==> config.mk <==
export PLATFORM = sky130hd
export DESIGN_NAME = hsct_div
export DESIGN_NICKNAME = d
export VERILOG_FILES = /design/src/rtl/core/hsct_div.sv
export SDC_FILE = /design/constraint.sdc
export NUM_CORES = 1
export LEC_CHECK = 0
export ABC_CLOCK_PERIOD_IN_PS = 2900
export BUFFER_PORTS_ARGS = -buffer_cell sky130_fd_sc_hd__buf_4
export CAP_MARGIN = 10
export CORE_ASPECT_RATIO = 0.9
export CORE_MARGIN = 2
export CORE_UTILIZATION = 45
export CTS_CLUSTER_SIZE = 8
export DETAILED_ROUTE_END_ITERATION = 6
export HOLD_SLACK_MARGIN = 0.06
export PLACE_DENSITY = 0.6
export SYNTH_ARGS = -nofsm -noshare
export SYNTH_HDL_FRONTEND = slang
export SYNTH_SLANG_ARGS = --single-unit
==> constraint.sdc <==
create_clock -name clk -period 2.9 [get_ports clk]
set_input_delay 0.29 -clock clk [delete_from_list [all_inputs] [get_ports clk]]
set_output_delay 0.29 -clock clk [all_outputs]
set_load 0.005 [all_outputs]
==> src/rtl/core/hsct_div.sv <==
// Pipelined restoring divider over several lanes with a shared divisor.
// One quotient bit per register stage; depends on nothing else.
module hsct_div #(
  parameter int NW = 8,
  parameter int DW = 8,
  parameter int QW = 8,
  parameter int LANES = 1,
  parameter int SW = 1
) (
  input  logic                        clk,
  input  logic                        rst,
  input  logic                        en,
  input  logic                        in_valid,
  input  logic [LANES-1:0][NW-1:0]    dividend,
  input  logic [DW-1:0]               divisor,
  input  logic [SW-1:0]               side,
  output logic                        out_valid,
  output logic [LANES-1:0][QW-1:0]    quot,
  output logic [SW-1:0]               side_out
);

  localparam int RW = (NW > DW + QW) ? NW : DW + QW;

  logic [QW:0] vld;
  logic [QW:0][LANES-1:0][RW-1:0] rem;
  logic [QW:0][LANES-1:0][QW-1:0] q;
  logic [QW:0][DW-1:0] dv;
  logic [QW:0][SW-1:0] sd;

  assign vld[0] = in_valid;
  assign dv[0] = divisor;
  assign sd[0] = side;

  for (genvar l = 0; l < LANES; l++) begin : g_init
    assign rem[0][l] = RW'(dividend[l]);
    assign q[0][l] = '0;
  end

  for (genvar k = 0; k < QW; k++) begin : g_stage
    localparam int J = QW - 1 - k;
    logic [RW-1:0] trial;

    assign trial = RW'(dv[k]) << J;

    always_ff @(posedge clk) begin
      if (rst) begin
        vld[k+1] <= 1'b0;
      end else if (en) begin
        vld[k+1] <= vld[k];
      end
    end

    always_ff @(posedge clk) begin
      if (en) begin
        dv[k+1] <= dv[k];
        sd[k+1] <= sd[k];
      end
    end

    for (genvar l = 0; l < LANES; l++) begin : g_lane
      logic take;

      assign take = rem[k][l] >= trial;

      always_ff @(posedge clk) begin
        if (en) begin
          rem[k+1][l] <= take ? rem[k][l] - trial : rem[k][l];
          q[k+1][l] <= {q[k][l][QW-2:0], take};
        end
      end
    end
  end

  assign out_valid = vld[QW];
  assign quot = q[QW];
  assign side_out = sd[QW];

endmodule

; ---- Word-level counts from Yosys, hierarchy flattened
; Cells that the tools add are included.
[word_totals]
regBits = 220
input_bits = 21
out_inout_bits = 10
[op_classes]
add_sub_neg = 7
magnitude_cmp = 8
muxes = 7
[ops]
columns = operator, n
row1 = 16-bit two-way mux, 6
row2 = 16-bit by 10-bit >= comparator with 1-bit output, 1
row3 = 16-bit by 11-bit >= comparator with 1-bit output, 1
row4 = 16-bit by 12-bit >= comparator with 1-bit output, 1
row5 = 16-bit by 13-bit >= comparator with 1-bit output, 1
row6 = 16-bit by 14-bit >= comparator with 1-bit output, 1
row7 = 16-bit by 8-bit >= comparator with 1-bit output, 1
row8 = 16-bit by 9-bit >= comparator with 1-bit output, 1
row9 = 16-bit by 10-bit subtractor with 16-bit output, 1
row10 = 16-bit by 11-bit subtractor with 16-bit output, 1
row11 = 16-bit by 12-bit subtractor with 16-bit output, 1
row12 = 16-bit by 13-bit subtractor with 16-bit output, 1
row13 = 16-bit by 14-bit subtractor with 16-bit output, 1
row14 = 16-bit by 9-bit subtractor with 16-bit output, 1
row15 = 8-bit by 15-bit subtractor with 16-bit output, 1
row16 = 8-bit by 15-bit >= comparator with 1-bit output, 1
row17 = 8-bit two-way mux, 1

; ---- Logic depth before layout (Yosys ltp)
[depth]
word_depth = 2
mapped_depth = 11
ltp_nobuf = 10

; ---- Worst setup path before layout
; OpenSTA, ideal clock, no wires.
[synth_path]
kind = flip-flop to flip-flop
from = reg rem[104] (netlist bit)
to = reg rem[125] (netlist bit), data pin
setup_time_ps = 271
arrival_ps = 2256
required_time_ps = 2629
slack_ps = 372
stages_incl_launch_ff = 9
cell_sequence = edfxtp_1 > ha_1 > or4_4 > or4_4 > nor3_2 > o21a_2 > buf_6 > nor4_1 > xor2_1
[synth_between]
elab_chain_cells = 2
elab_cells_between_ends = 3
cone_classes = add/sub: 1 / order compare: 1 / mux: 1
[synth_rtl]
columns = item, line_no
row1 = from (decl), 25  ; logic [QW:0][LANES-1:0][RW-1:0] rem;
row2 = "from (signal, indexed assignment)", 67  ; rem[k+1][l] <= take ? rem[k][l] - trial : rem[k][l];
row3 = 16-bit by 9-bit subtractor with 16-bit output or 16-bit by 9-bit >= comparator with 1-bit output (tied branches), "67, 63"
row4 = 16-bit two-way mux (*), 67
; Every way passes the cells marked *; elsewhere a longest branch is shown, timed or not.
; A chain may end at the register's enable or synchronous reset.

; ---- Worst setup path after layout
[layout_path]
from = reg rem[104] (netlist bit)
to = reg rem[126] (netlist bit), data pin
; The elaborated chain is that of the path after synthesis.

==> results.cfg <==
[synth]
yosys_warnings = 0
syn_avg_cell_area_um2 = 13.0
syn-cell-area_um2 = 10500
ys_seq_area_frac = 0.621
synth_edf_count = 212
synth.distinct_cells = 64
ys.flop_type = edfxtp_1
async_flop_share = 0
ys_ff_latch = 220
synth_nets = 894
syn_inst = 809

[grt]
grt_pass1_wl_mm = 29.4
grt_overflow = 0
grt_pass1_vias = 6626
track_usage = 0.148
grt_max_degree = 93
antenna_found_initial = 0

[cells_and_area]
finalNetCount = 969
drive_above_1_share = 0.117
n_antenna_cell = 0
post-route-util = 0.527
syn_to_final_growth_pct = 16.1

[critical_path]
r2r-end = rem[126]$_DFFE_PP_
reg2reg_depth = 8
critPathLaunch = rem[104]$_DFFE_PP_
worst_ep_arrival_time_ns = 3.04
r2r_start = rem[104]$_DFFE_PP_
critPathCaptureType = register
critPathCapture = rem[126]$_DFFE_PP_
worstSetupStartpointType = register
ff2ff_setup_slack_ns = 0.14
cp.required_ns = 3.18
cp_max_fo = 13
critical_path_class = reg2reg

[status]
status = finished with violations
violations = DRC

[drt]
drt_iter0_drc = 362
drcViolationCount = 4
num_vias = 6377
drt-total-wl_mm = 17.9
drt_pass1_iterations = 7
post_drt_wl_per_cell_um = 14.8
vias_per_cell = 5.27
antenna_left = 0

[pwr]
power_switching_mw = 2.51
p_leak_nw = 4.61
ir_drop_uv = 394
power_frac_clock = 0.346
power.internal_mw = 6.91
p_per_area_nw_per_um2 = 772
pwr-share-seq = 0.457
swShare = 0.266
combPwrFrac = 0.197

[cts]
cts.sinks = 220
postCtsSetupBuffers = 0
numCtsBuffers = 31
cts-root-buf = clkbuf_16
clk_latency_ns = 0.55
cts_buffer_depth = 3
clkTransAtPathRegs_ns = 0.05
cts_tree = built
cts_max_level = 1

[die]
die_area_um2 = 24600
die_h_um = 149
dieWidth_um = 165
rows = 53
io_pins = 31
start_util = 0.454
design.core.area_um2 = 23100

[place]
gp_congestion = 0.906
dp_hpwl_mm = 12.9
port_buffers = 30

[sta]
rsz0062_at_grt = no
finalSetupViolations = 0
fin_crit_ns = 2.76
fmax_mhz = 363
skew_ns = 0.0176
maxSlewViolCount = 0
post-route-period-util = 0.951
tightest_slew_ns = 0.742
slew_headroom = 0.505
hold_violations = 0
tns_ns = 0

[flow_run]
maxCapViolations = 0

[worst_hold_path]
hold_path_class = in2reg
==> cells by family (layout without fill, tap and decap cells) <==
logic type | after synthesis | in the layout | share of synthesized area
DFF | 220 | 220 | 0.621
and+or+nand+nor | 209 | 209 | 0.104
AOI/OAI and AO/OA | 156 | 156 | 0.0964
buffers and inverters | 95 | 195 | 0.0387
adders and majority gates | 64 | 64 | 0.0804
xor gates and xnor gates | 37 | 37 | 0.0308
muxes | 28 | 28 | 0.0287
==> how the worst min path moves through the flow <==
stage                                from            endpoint  cells past startpoint
final                         dividend[7]   rem[23]$_DFFE_PP_                      3
after global routing          dividend[7]   rem[23]$_DFFE_PP_                      3
after CTS                     dividend[7]   rem[23]$_DFFE_PP_                      3
after detailed placement  q[32]$_DFFE_PP_     q[41]$_DFFE_PP_                      0
after global placement    sd[7]$_DFFE_PP_  side_out$_DFFE_PP_                      0
after floorplan                divisor[2]    dv[10]$_DFFE_PP_                      0
==> cells in the mapped netlist, types with 8 or more instances <==
master | instances | area share
edfxtp_1 | 212 | 0.61
inv_1 | 76 | 0.027
ha_1 | 58 | 0.069
nor2_1 | 56 | 0.020
nand2_1 | 40 | 0.014
a21oi_1 | 36 | 0.017
o21ai_0 | 36 | 0.017
nor3_1 | 26 | 0.012
o21a_1 | 22 | 0.016
xnor2_1 | 22 | 0.018
mux2_2 | 15 | 0.016
xor2_1 | 15 | 0.012
mux2i_1 | 11 | 0.010
nor4_1 | 10 | 0.0059
buf_4 | 9 | 0.0064
nand2b_1 | 9 | 0.0054
nand3_1 | 9 | 0.0043
o31ai_1 | 9 | 0.0064
a211oi_1 | 8 | 0.0057
dfxtp_1 | 8 | 0.015
nor2b_1 | 8 | 0.0048
==> sequential cells by signal, summed over array words and instances, names as in the netlist <==
signal	cells
rem	112
dv	56
q	28
quot	8
sd	7
vld	7
out_valid	1
side_out	1
==> critical path, cell delays in order (launching register included) <==
cell	delay, ns
edfxtp_1	0.40
ha_1	0.26
or4_4	0.56
or4_4	0.46
nor3_2	0.23
o21a_4	0.23
inv_2	0.14
nand3b_1	0.15
xnor2_1	0.07
==> metrics by stage <==
| stage | cells | cell area [µm²] | setup WS (ns) | hold slack [ns] | power, mW |
|---|---|---|---|---|---|
| 2_1_floorplan | 809 | 10500 | 0.372 | 0.389 | 5.67 |
| 3_3_place_gp | 1135 | 11100 | 0.211 | 0.402 | 6.10 |
| 3_5_place_dp | 1135 | 11100 | 0.133 | 0.405 | 6.19 |
| 4_1_cts | 1211 | 12200 | 0.103 | 0.0685 | 9.50 |
| 5_1_grt | 1211 | 12200 | 0.0179 | 0.122 | 9.91 |
| 6_report | 1211 | 12200 | 0.143 | 0.0960 | 9.42 |
==> routing by layer <==
layer	track usage	wire length, µm
met1	0.154	7040
met2	0.280	9310
met3	0.0247	583
met4	0.0843	960
met5	0	0
==> timing repair <==
item,4_1_cts,5_1_grt
endpoints found under the hold margin,24,0
hold buffers,18,0
setup endpoints to repair,0,5
gates resized for setup,0,3
==> cell type report <==
| type | instances | area [µm²] |
|---|---|---|
| Inverter | 77 | 289 |
| Tap cell | 302 | 378 |
| Clock inverter | 2 | 25.0 |
| Fill cell | 1877 | 10900 |
| Timing Repair Buffer | 60 | 528 |
| Clock buffer | 56 | 870 |
| Multi-Input combinational cell | 494 | 3590 |
| Sequential cell | 220 | 6530 |
==> power groups by stage <==
stage / logic [mW] / clock network [mW] / registers (mW)
floorplan: 1.40 / 0 / 4.27
global placement: 1.75 / 0 / 4.36
detailed placement: 1.82 / 0 / 4.37
CTS: 1.85 / 3.35 / 4.31
global route: 2.09 / 3.47 / 4.35
finish: 1.85 / 3.26 / 4.31
==> placed cells by master, fill, tap and decap left out, types with 6 or more instances in the layout <==
master,n
nand2_1,40
mux2i_1,11
a211oi_1,8
fa_1,6
ha_1,58
edfxtp_1,212
clkbuf_16,31
or3_1,6
nor2_1,56
a21boi_0,7
buf_4,39
o31ai_1,9
nand3_1,9
dlygate4sd3_1,18
a21o_1,6
mux2_2,15
nand2b_1,9
nor3_1,26
clkbuf_1,25
nor4_1,10
o21ai_0,35
a21oi_1,36
inv_1,76
o21a_1,22
nand3b_1,6
nor2b_1,8
xnor2_1,22
dfxtp_1,8
xor2_1,15
Note: power is estimated with default switching activity, not from simulation.
