$ cat src/rtl/core/hsct_pkg.sv
// Shared constants and helpers for the half-segment cylinder transform.
// Used by hsct_sqrt and the top level; depends on nothing.
package hsct_pkg;

  localparam int COORD_W = 32;
  localparam int RAD_W = 31;
  localparam int ABS_W = 33;
  localparam int SUM_W = 66;
  localparam int ROOT_W = 35;
  localparam int SQ_REM_W = 70;
  localparam int WIDE_W = 72;

  localparam logic [1:0] ROW_CENTRE = 2'd3;
  localparam logic [2:0] LAST_BEAT = 3'd7;

  localparam logic signed [WIDE_W-1:0] SAT_MAX = WIDE_W'(64'sh7FFF_FFFF);
  localparam logic signed [WIDE_W-1:0] SAT_MIN = -WIDE_W'(64'sh8000_0000);

  // Clamps a wide signed value to the 32-bit signed range.
  function automatic logic signed [31:0] sat32(input logic signed [WIDE_W-1:0] x);
    logic signed [31:0] r;
    if (x > SAT_MAX) begin
      r = 32'sh7FFF_FFFF;
    end else if (x < SAT_MIN) begin
      r = 32'sh8000_0000;
    end else begin
      r = x[31:0];
    end
    return r;
  endfunction

endpackage

$ cat src/rtl/core/hsct_sqrt.sv
// Pipelined integer square root, one result bit per register stage.
// Depends on hsct_pkg for the operand and root widths.
module hsct_sqrt #(
  parameter int SW = 1
) (
  input  logic                             clk,
  input  logic                             rst,
  input  logic                             en,
  input  logic                             in_valid,
  input  logic [hsct_pkg::SUM_W-1:0]       radicand,
  input  logic [SW-1:0]                    side,
  output logic                             out_valid,
  output logic [hsct_pkg::ROOT_W-1:0]      root,
  output logic [SW-1:0]                    side_out
);

  localparam int RTW = hsct_pkg::ROOT_W;
  localparam int REMW = hsct_pkg::SQ_REM_W;

  logic [RTW:0] vld;
  logic [RTW:0][REMW-1:0] rem;
  logic [RTW:0][RTW-1:0] rt;
  logic [RTW:0][SW-1:0] sd;

  assign vld[0] = in_valid;
  assign rem[0] = REMW'(radicand);
  assign rt[0] = '0;
  assign sd[0] = side;

  for (genvar k = 0; k < RTW; k++) begin : g_stage
    localparam int B = RTW - 1 - k;
    logic [REMW-1:0] trial;
    logic take;

    assign trial = (REMW'(rt[k]) << (B + 1)) + (REMW'(1) << (2 * B));
    assign take = rem[k] >= trial;

    always_ff @(posedge clk) begin
      if (rst) begin
        vld[k+1] <= 1'b0;
      end else if (en) begin
        vld[k+1] <= vld[k];
      end
    end

    always_ff @(posedge clk) begin
      if (en) begin
        rem[k+1] <= take ? rem[k] - trial : rem[k];
        rt[k+1] <= take ? (rt[k] | (RTW'(1) << B)) : rt[k];
        sd[k+1] <= sd[k];
      end
    end
  end

  assign out_valid = vld[RTW];
  assign root = rt[RTW];
  assign side_out = sd[RTW];

endmodule

$ cat config.mk
export PLATFORM = sky130hd
export DESIGN_NAME = hsct_sqrt
export DESIGN_NICKNAME = d
export VERILOG_FILES = /design/src/rtl/core/hsct_pkg.sv /design/src/rtl/core/hsct_sqrt.sv
export SDC_FILE = /design/constraint.sdc
export NUM_CORES = 2
export LEC_CHECK = 0
export BUFFER_PORTS_ARGS = -buffer_cell sky130_fd_sc_hd__buf_2
export CAP_MARGIN = 10
export CORE_ASPECT_RATIO = 0.8
export CORE_MARGIN = 2
export CORE_UTILIZATION = 60
export CTS_BUF_LIST = sky130_fd_sc_hd__clkbuf_8
export CTS_CLUSTER_SIZE = 40
export DETAILED_ROUTE_END_ITERATION = 12
export GPL_TIMING_DRIVEN = 0
export PLACE_DENSITY = 0.76
export SLEW_MARGIN = 15
export SYNTH_ARGS = -nofsm -noshare
export SYNTH_HDL_FRONTEND = slang
export SYNTH_SLANG_ARGS = --single-unit
$ cat constraint.sdc
create_clock -name clk -period 10.8 [get_ports clk]
set_input_delay 1.08 -clock clk [delete_from_list [all_inputs] [get_ports clk]]
set_output_delay 1.08 -clock clk [all_outputs]
set_load 0.005 [all_outputs]
-- Word-level counts from Yosys, hierarchy flattened
Cells that the tools add are included.
- input bits: 71
- bits in registers: 3675
- logic and storage cells: 312
- order comparisons: 35
- $add $sub $neg: 68
- muxes and demuxes: 35
- operators by type and width (cell ; number):
    70-bit two-way mux ; 33
    69-bit by 67-bit adder with 70-bit output (second input constant) ; 1
    70-bit by 37-bit greater-or-equal comparator with 1-bit output ; 1
    70-bit by 38-bit greater-or-equal comparator with 1-bit output ; 1
    70-bit by 39-bit greater-or-equal comparator with 1-bit output ; 1
    70-bit by 40-bit greater-or-equal comparator with 1-bit output ; 1
    70-bit by 41-bit greater-or-equal comparator with 1-bit output ; 1
    70-bit by 42-bit greater-or-equal comparator with 1-bit output ; 1
    70-bit by 43-bit greater-or-equal comparator with 1-bit output ; 1
    70-bit by 44-bit greater-or-equal comparator with 1-bit output ; 1
    70-bit by 45-bit greater-or-equal comparator with 1-bit output ; 1
    70-bit by 46-bit greater-or-equal comparator with 1-bit output ; 1
    70-bit by 47-bit greater-or-equal comparator with 1-bit output ; 1
    70-bit by 48-bit greater-or-equal comparator with 1-bit output ; 1
    70-bit by 49-bit greater-or-equal comparator with 1-bit output ; 1
    70-bit by 50-bit greater-or-equal comparator with 1-bit output ; 1
    70-bit by 51-bit greater-or-equal comparator with 1-bit output ; 1
    70-bit by 52-bit greater-or-equal comparator with 1-bit output ; 1
    70-bit by 53-bit greater-or-equal comparator with 1-bit output ; 1
    70-bit by 54-bit greater-or-equal comparator with 1-bit output ; 1
    70-bit by 55-bit greater-or-equal comparator with 1-bit output ; 1
    70-bit by 56-bit greater-or-equal comparator with 1-bit output ; 1
    70-bit by 57-bit greater-or-equal comparator with 1-bit output ; 1
    70-bit by 58-bit greater-or-equal comparator with 1-bit output ; 1
    other kinds (82) ; 82

-- Longest topological paths before layout
- depth after elaboration: 3
- depth in mapped cells: 16
- depth with buffers taken out: 14

-- Least setup slack after synthesis
Ideal clock, no wire load.
- kind: register to register
- from: register rem[2202] (netlist name)
- to: register rem[2306] (netlist name), data pin
- buffers on the path: 2
- setup slack: 7.011 ns
- data required time: 10.542 ns
- library setup time: 0.258 ns
- arrival: 3.531 ns
- cell stages (with the launch flop): 15
- cells stage by stage: edfxtp_1 -> ha_1 -> clkbuf_1 -> nand4_1 -> or2_2 -> or3_1 -> nor4_1 -> a31oi_1 -> nand2_1 -> nor3b_1 -> or4b_2 -> clkbuf_1 -> nor2_1 -> nand4_1 -> xnor2_1
- word-level cells in the longest chain between the ends: 2
- RTL lines (item ; RTL line ; text):
    from (decl) ; hsct_sqrt.sv:21 ; logic [RTW:0][REMW-1:0] rem;
    from (signal, indexed assignment) ; hsct_sqrt.sv:48 ; rem[k+1] <= take ? rem[k] - trial : rem[k];
    70-bit by 40-bit subtractor with 70-bit output or 70-bit by 40-bit greater-or-equal comparator with 1-bit output (tied branches) ; hsct_sqrt.sv:48, hsct_sqrt.sv:36 ;
    70-bit two-way mux (*) ; hsct_sqrt.sv:48 ;
Mark *: on every way between the ends. The rest lies on a longest branch, timed or not.
A chain may end at the register's enable or synchronous reset.

-- Worst setup path in the final report
- from: register rem[1522] (netlist name)
- to: register rem[1606] (netlist name), data pin
- word-level cells in the longest chain between the ends: 2
- RTL lines (item ; RTL line):
    70-bit by 50-bit subtractor with 70-bit output or 70-bit by 50-bit greater-or-equal comparator with 1-bit output (tied branches) ; hsct_sqrt.sv:48, hsct_sqrt.sv:36
    70-bit two-way mux (*) ; hsct_sqrt.sv:48
Marked as above.

==> flow_metrics.tcl <==
set metrics [dict create \
    outcome "completed" \
    cts_setup_buffers 0 \
    p_sw_mw 9.12 \
    grtUsageMet3_pct 5.97 \
    grt_max_degree 171 \
    power.leakage_nw 58.0 \
    numCtsBuffers 443 \
    drv_slew 0 \
    drtAntennaViolNets 0 \
    top_usage_layer "met1" \
    place_hpwl_um 263000 \
    drt-wirelength-per-cell_um 23.5 \
    hp-class "in2reg" \
    start_util_pct 60.3 \
    drive_above_1_share_pct 7.53 \
    critPathBufInv 1 \
    h-tree-depth 5 \
    synthMuxAreaShare_pct 1.01 \
    crit_path_max_incr_delay_ns 1.02 \
    drt-pass1-iter-count 6 \
    place_congestion 0.951 \
    total_power_mw 30.4 \
    cts_hold_buffers 0 \
    first_global_vias 84796 \
    core-area_um2 232000 \
    post-route-min-period_ns 5.15 \
    netlist_instances 10861 \
    synth_compound_area_share_pct 8.56 \
    yosysTopAreaCell "edfxtp_1" \
    final_net_count 12095 \
    arrival_ns 5.81 \
    synth.most_common_cell "edfxtp_1" \
    setup_violations 0 \
    power_density_nw_per_um2 199 \
    die_y_um 436 \
    p_sw_share_pct 30.0 \
    dieArea_um2 237000 \
    tns_ns 0 \
    syn_area_per_cell_um2 12.9 \
    maxCapViolations 0 \
    path_class "reg2reg" \
    grt_use_met2_pct 38.1 \
    rsz0062_at_grt "false" \
    vias 90971 \
    clock_latency_ns 1.05 \
    post_cts_resize_count 0 \
    critPathTopFamily "simple AND/OR/NAND/NOR gates" \
    fmaxAchievable_mhz 194 \
    routed_via_density 6.10 \
    track_usage_pct 29.2 \
    cp-start-kind "register" \
    synth-seq-cells 3000 \
    synth.top_cell.area_share_pct 63.7 \
    netlist_top_cells_area "edfxtp_1, ha_1, xor2_1" \
    die_x_um 543 \
    grt_pass1_wl_um 524000 \
    drc_errors 0 \
    p_comb_share_pct 19.6 \
    timing.final.crit_share_pct 47.7 \
    cts_tree "built" \
    synthXorXnorAreaFrac_pct 6.53 \
    finalHoldViolCount 0 \
    ys_warn_count 0 \
    crit_chain "or4_1 > nor3_1 > nand4_1 > nor3_1 > nor2_1 > and3_1 > a21boi_2 > a2111oi_0 > and2_1 > clkbuf_1 > nand3_1 > xnor2_1" \
    peakVddDrop_v 0.000182 \
    crit_top_cell "nor3_1" \
    synth-simple-area-share_pct 11.7 \
    crit_slowest_cell "a2111oi_0" \
    nFillCells 16756 \
    synth-edff-count 2965 \
    grt-ovfl-total 0 \
    synth_top_family_by_area "simple AND/OR/NAND/NOR gates" \
    end_kind "register" \
    port_buffers 104 \
    antenna_found_initial 16 \
    area_delta_synth_final_pct 9.55 \
    async_reset_ff_share_pct 0 \
    worstPathMaxFanout 10 \
    p_clk_share_pct 28.6 \
    max_slew_margin_pct 18.0 \
    finalWirelength_um 351000 \
    worst_pin_slew_ns 1.22 \
    hold_ws_ns 0.184 \
    io_pins 108 \
    syn_area_um2 140000 \
    cts-root-buf "clkbuf_8" \
    synth_common_cells "edfxtp_1, nor2_1, inv_1" \
    clk_pin_slew_ns 0.06 \
    seqPwrFrac_pct 51.7 \
    synth_fa_ha_area_share_pct 5.29 \
    p_int_mw 21.3 \
    finClkSkew_ns 0.135 \
    std_cell_rows 158 \
    cts_buffer_depth 4 \
    synth-main-ff-cell "edfxtp_1" \
    clock-sinks 3000 \
    synth.distinct_cells 100 \
    yosysSeqAreaShare_pct 64.2 \
    required_ns 11.46 \
    drt_iter0_markers 11561 \
    use_met1_pct 49.3 \
]
-- flip-flops by register name, indices dropped and copies added (netlist names) --
name / count
rem: 2369
side_out: 1
out_valid: 1
root: 33
sd: 34
rt: 528
vld: 34
-- final cells by class --
class / count / area (um^2) / area share [%]
multi-input combinational: 6900 / 46300 / 30.3
tap: 3120 / 3900 / 2.55
antenna: 8 / 20.0 / 0.0131
clock buffer: 450 / 6190 / 4.05
clock inverter: 338 / 2090 / 1.37
buffer: 204 / 807 / 0.527
timing repair buffer: 125 / 1090 / 0.713
sequential: 3000 / 89700 / 58.6
inverter: 759 / 2850 / 1.86
-- metal layers --
metal | vias up | part of all wire (%) | wire length, um
li1 | 41788 | - | -
met1 | 44415 | 48 | 169000
met2 | 4292 | 39 | 138000
met3 | 470 | 10 | 36500
met4 | 6 | 2.2 | 7850
met5 | - | 0.0097 | 34
-- placed cells by master (no fill, tap or decap), types with 24 or more instances in the layout --
master / netlist / routed
edfxtp_1: 2965 / 2965
inv_1: 755 / 886
nor2_1: 759 / 759
nand2_1: 677 / 677
a21oi_1: 628 / 628
ha_1: 591 / 591
xor2_1: 543 / 543
xnor2_1: 498 / 498
o21ai_0: 487 / 487
clkbuf_8: 0 / 450
nor4_1: 366 / 362
nor3_1: 307 / 307
a21o_1: 267 / 267
nand3_1: 184 / 184
clkbuf_1: 174 / 174
nand4_1: 153 / 153
or3_1: 132 / 132
nand2b_1: 120 / 120
buf_2: 8 / 112
o21a_1: 103 / 103
clkinv_1: 0 / 99
or4_1: 94 / 94
nor2b_1: 90 / 90
mux2_2: 83 / 83
clkinv_2: 0 / 62
and3_1: 56 / 56
o21bai_1: 56 / 56
nor4b_1: 51 / 50
o31ai_1: 48 / 48
mux2i_1: 48 / 48
or2_2: 46 / 46
a211oi_1: 46 / 46
a31oi_1: 44 / 44
a21boi_0: 36 / 36
and2_1: 35 / 35
dfxtp_1: 35 / 35
nand3b_1: 24 / 24
-- worst paths after layout --
path | startpoint | end | slack [ns] | cells after the start
max reg2reg | rem[1522] | rem[1606] | 5.65 | 12
min | radicand[22] | rem[92] | 0.18 | 1
min reg2reg | rem[76] | rem[146] | 0.41 | 0
max | rem[1522] | rem[1606] | 5.65 | 12
-- kinds of logic after synthesis --
| group | Yosys count |
|---|---|
| adders and majority gates | 591 |
| xor gates and xnor gates | 1041 |
| buffers and inverters | 963 |
| muxes | 131 |
| other | 1 |
| AOI/OAI and AO/OA | 1934 |
| DFF | 3000 |
| and+or+nand+nor | 3200 |
-- per-stage QoR --
stage	instance area [um^2]	cells	utilization [%]	worst slack, ns
2_1_floorplan	140000	10863	-	7.01
3_3_place_gp	144000	14087	62.2	-35.86
3_5_place_dp	145000	14108	62.5	5.47
4_1_cts	153000	14896	66.0	5.78
5_1_grt	153000	14899	66.0	5.46
6_report	153000	14904	66.0	5.65
-- power groups by stage --
stage	clock network, mW	registers [mW]	logic [mW]
finish	8.71	15.7	5.97
global route	9.38	15.8	6.58
CTS	8.88	15.7	5.88
detailed placement	0	15.9	5.81
global placement	0	16.9	5.70
floorplan	0	15.3	4.21
Power figures use the tool's default switching activity.
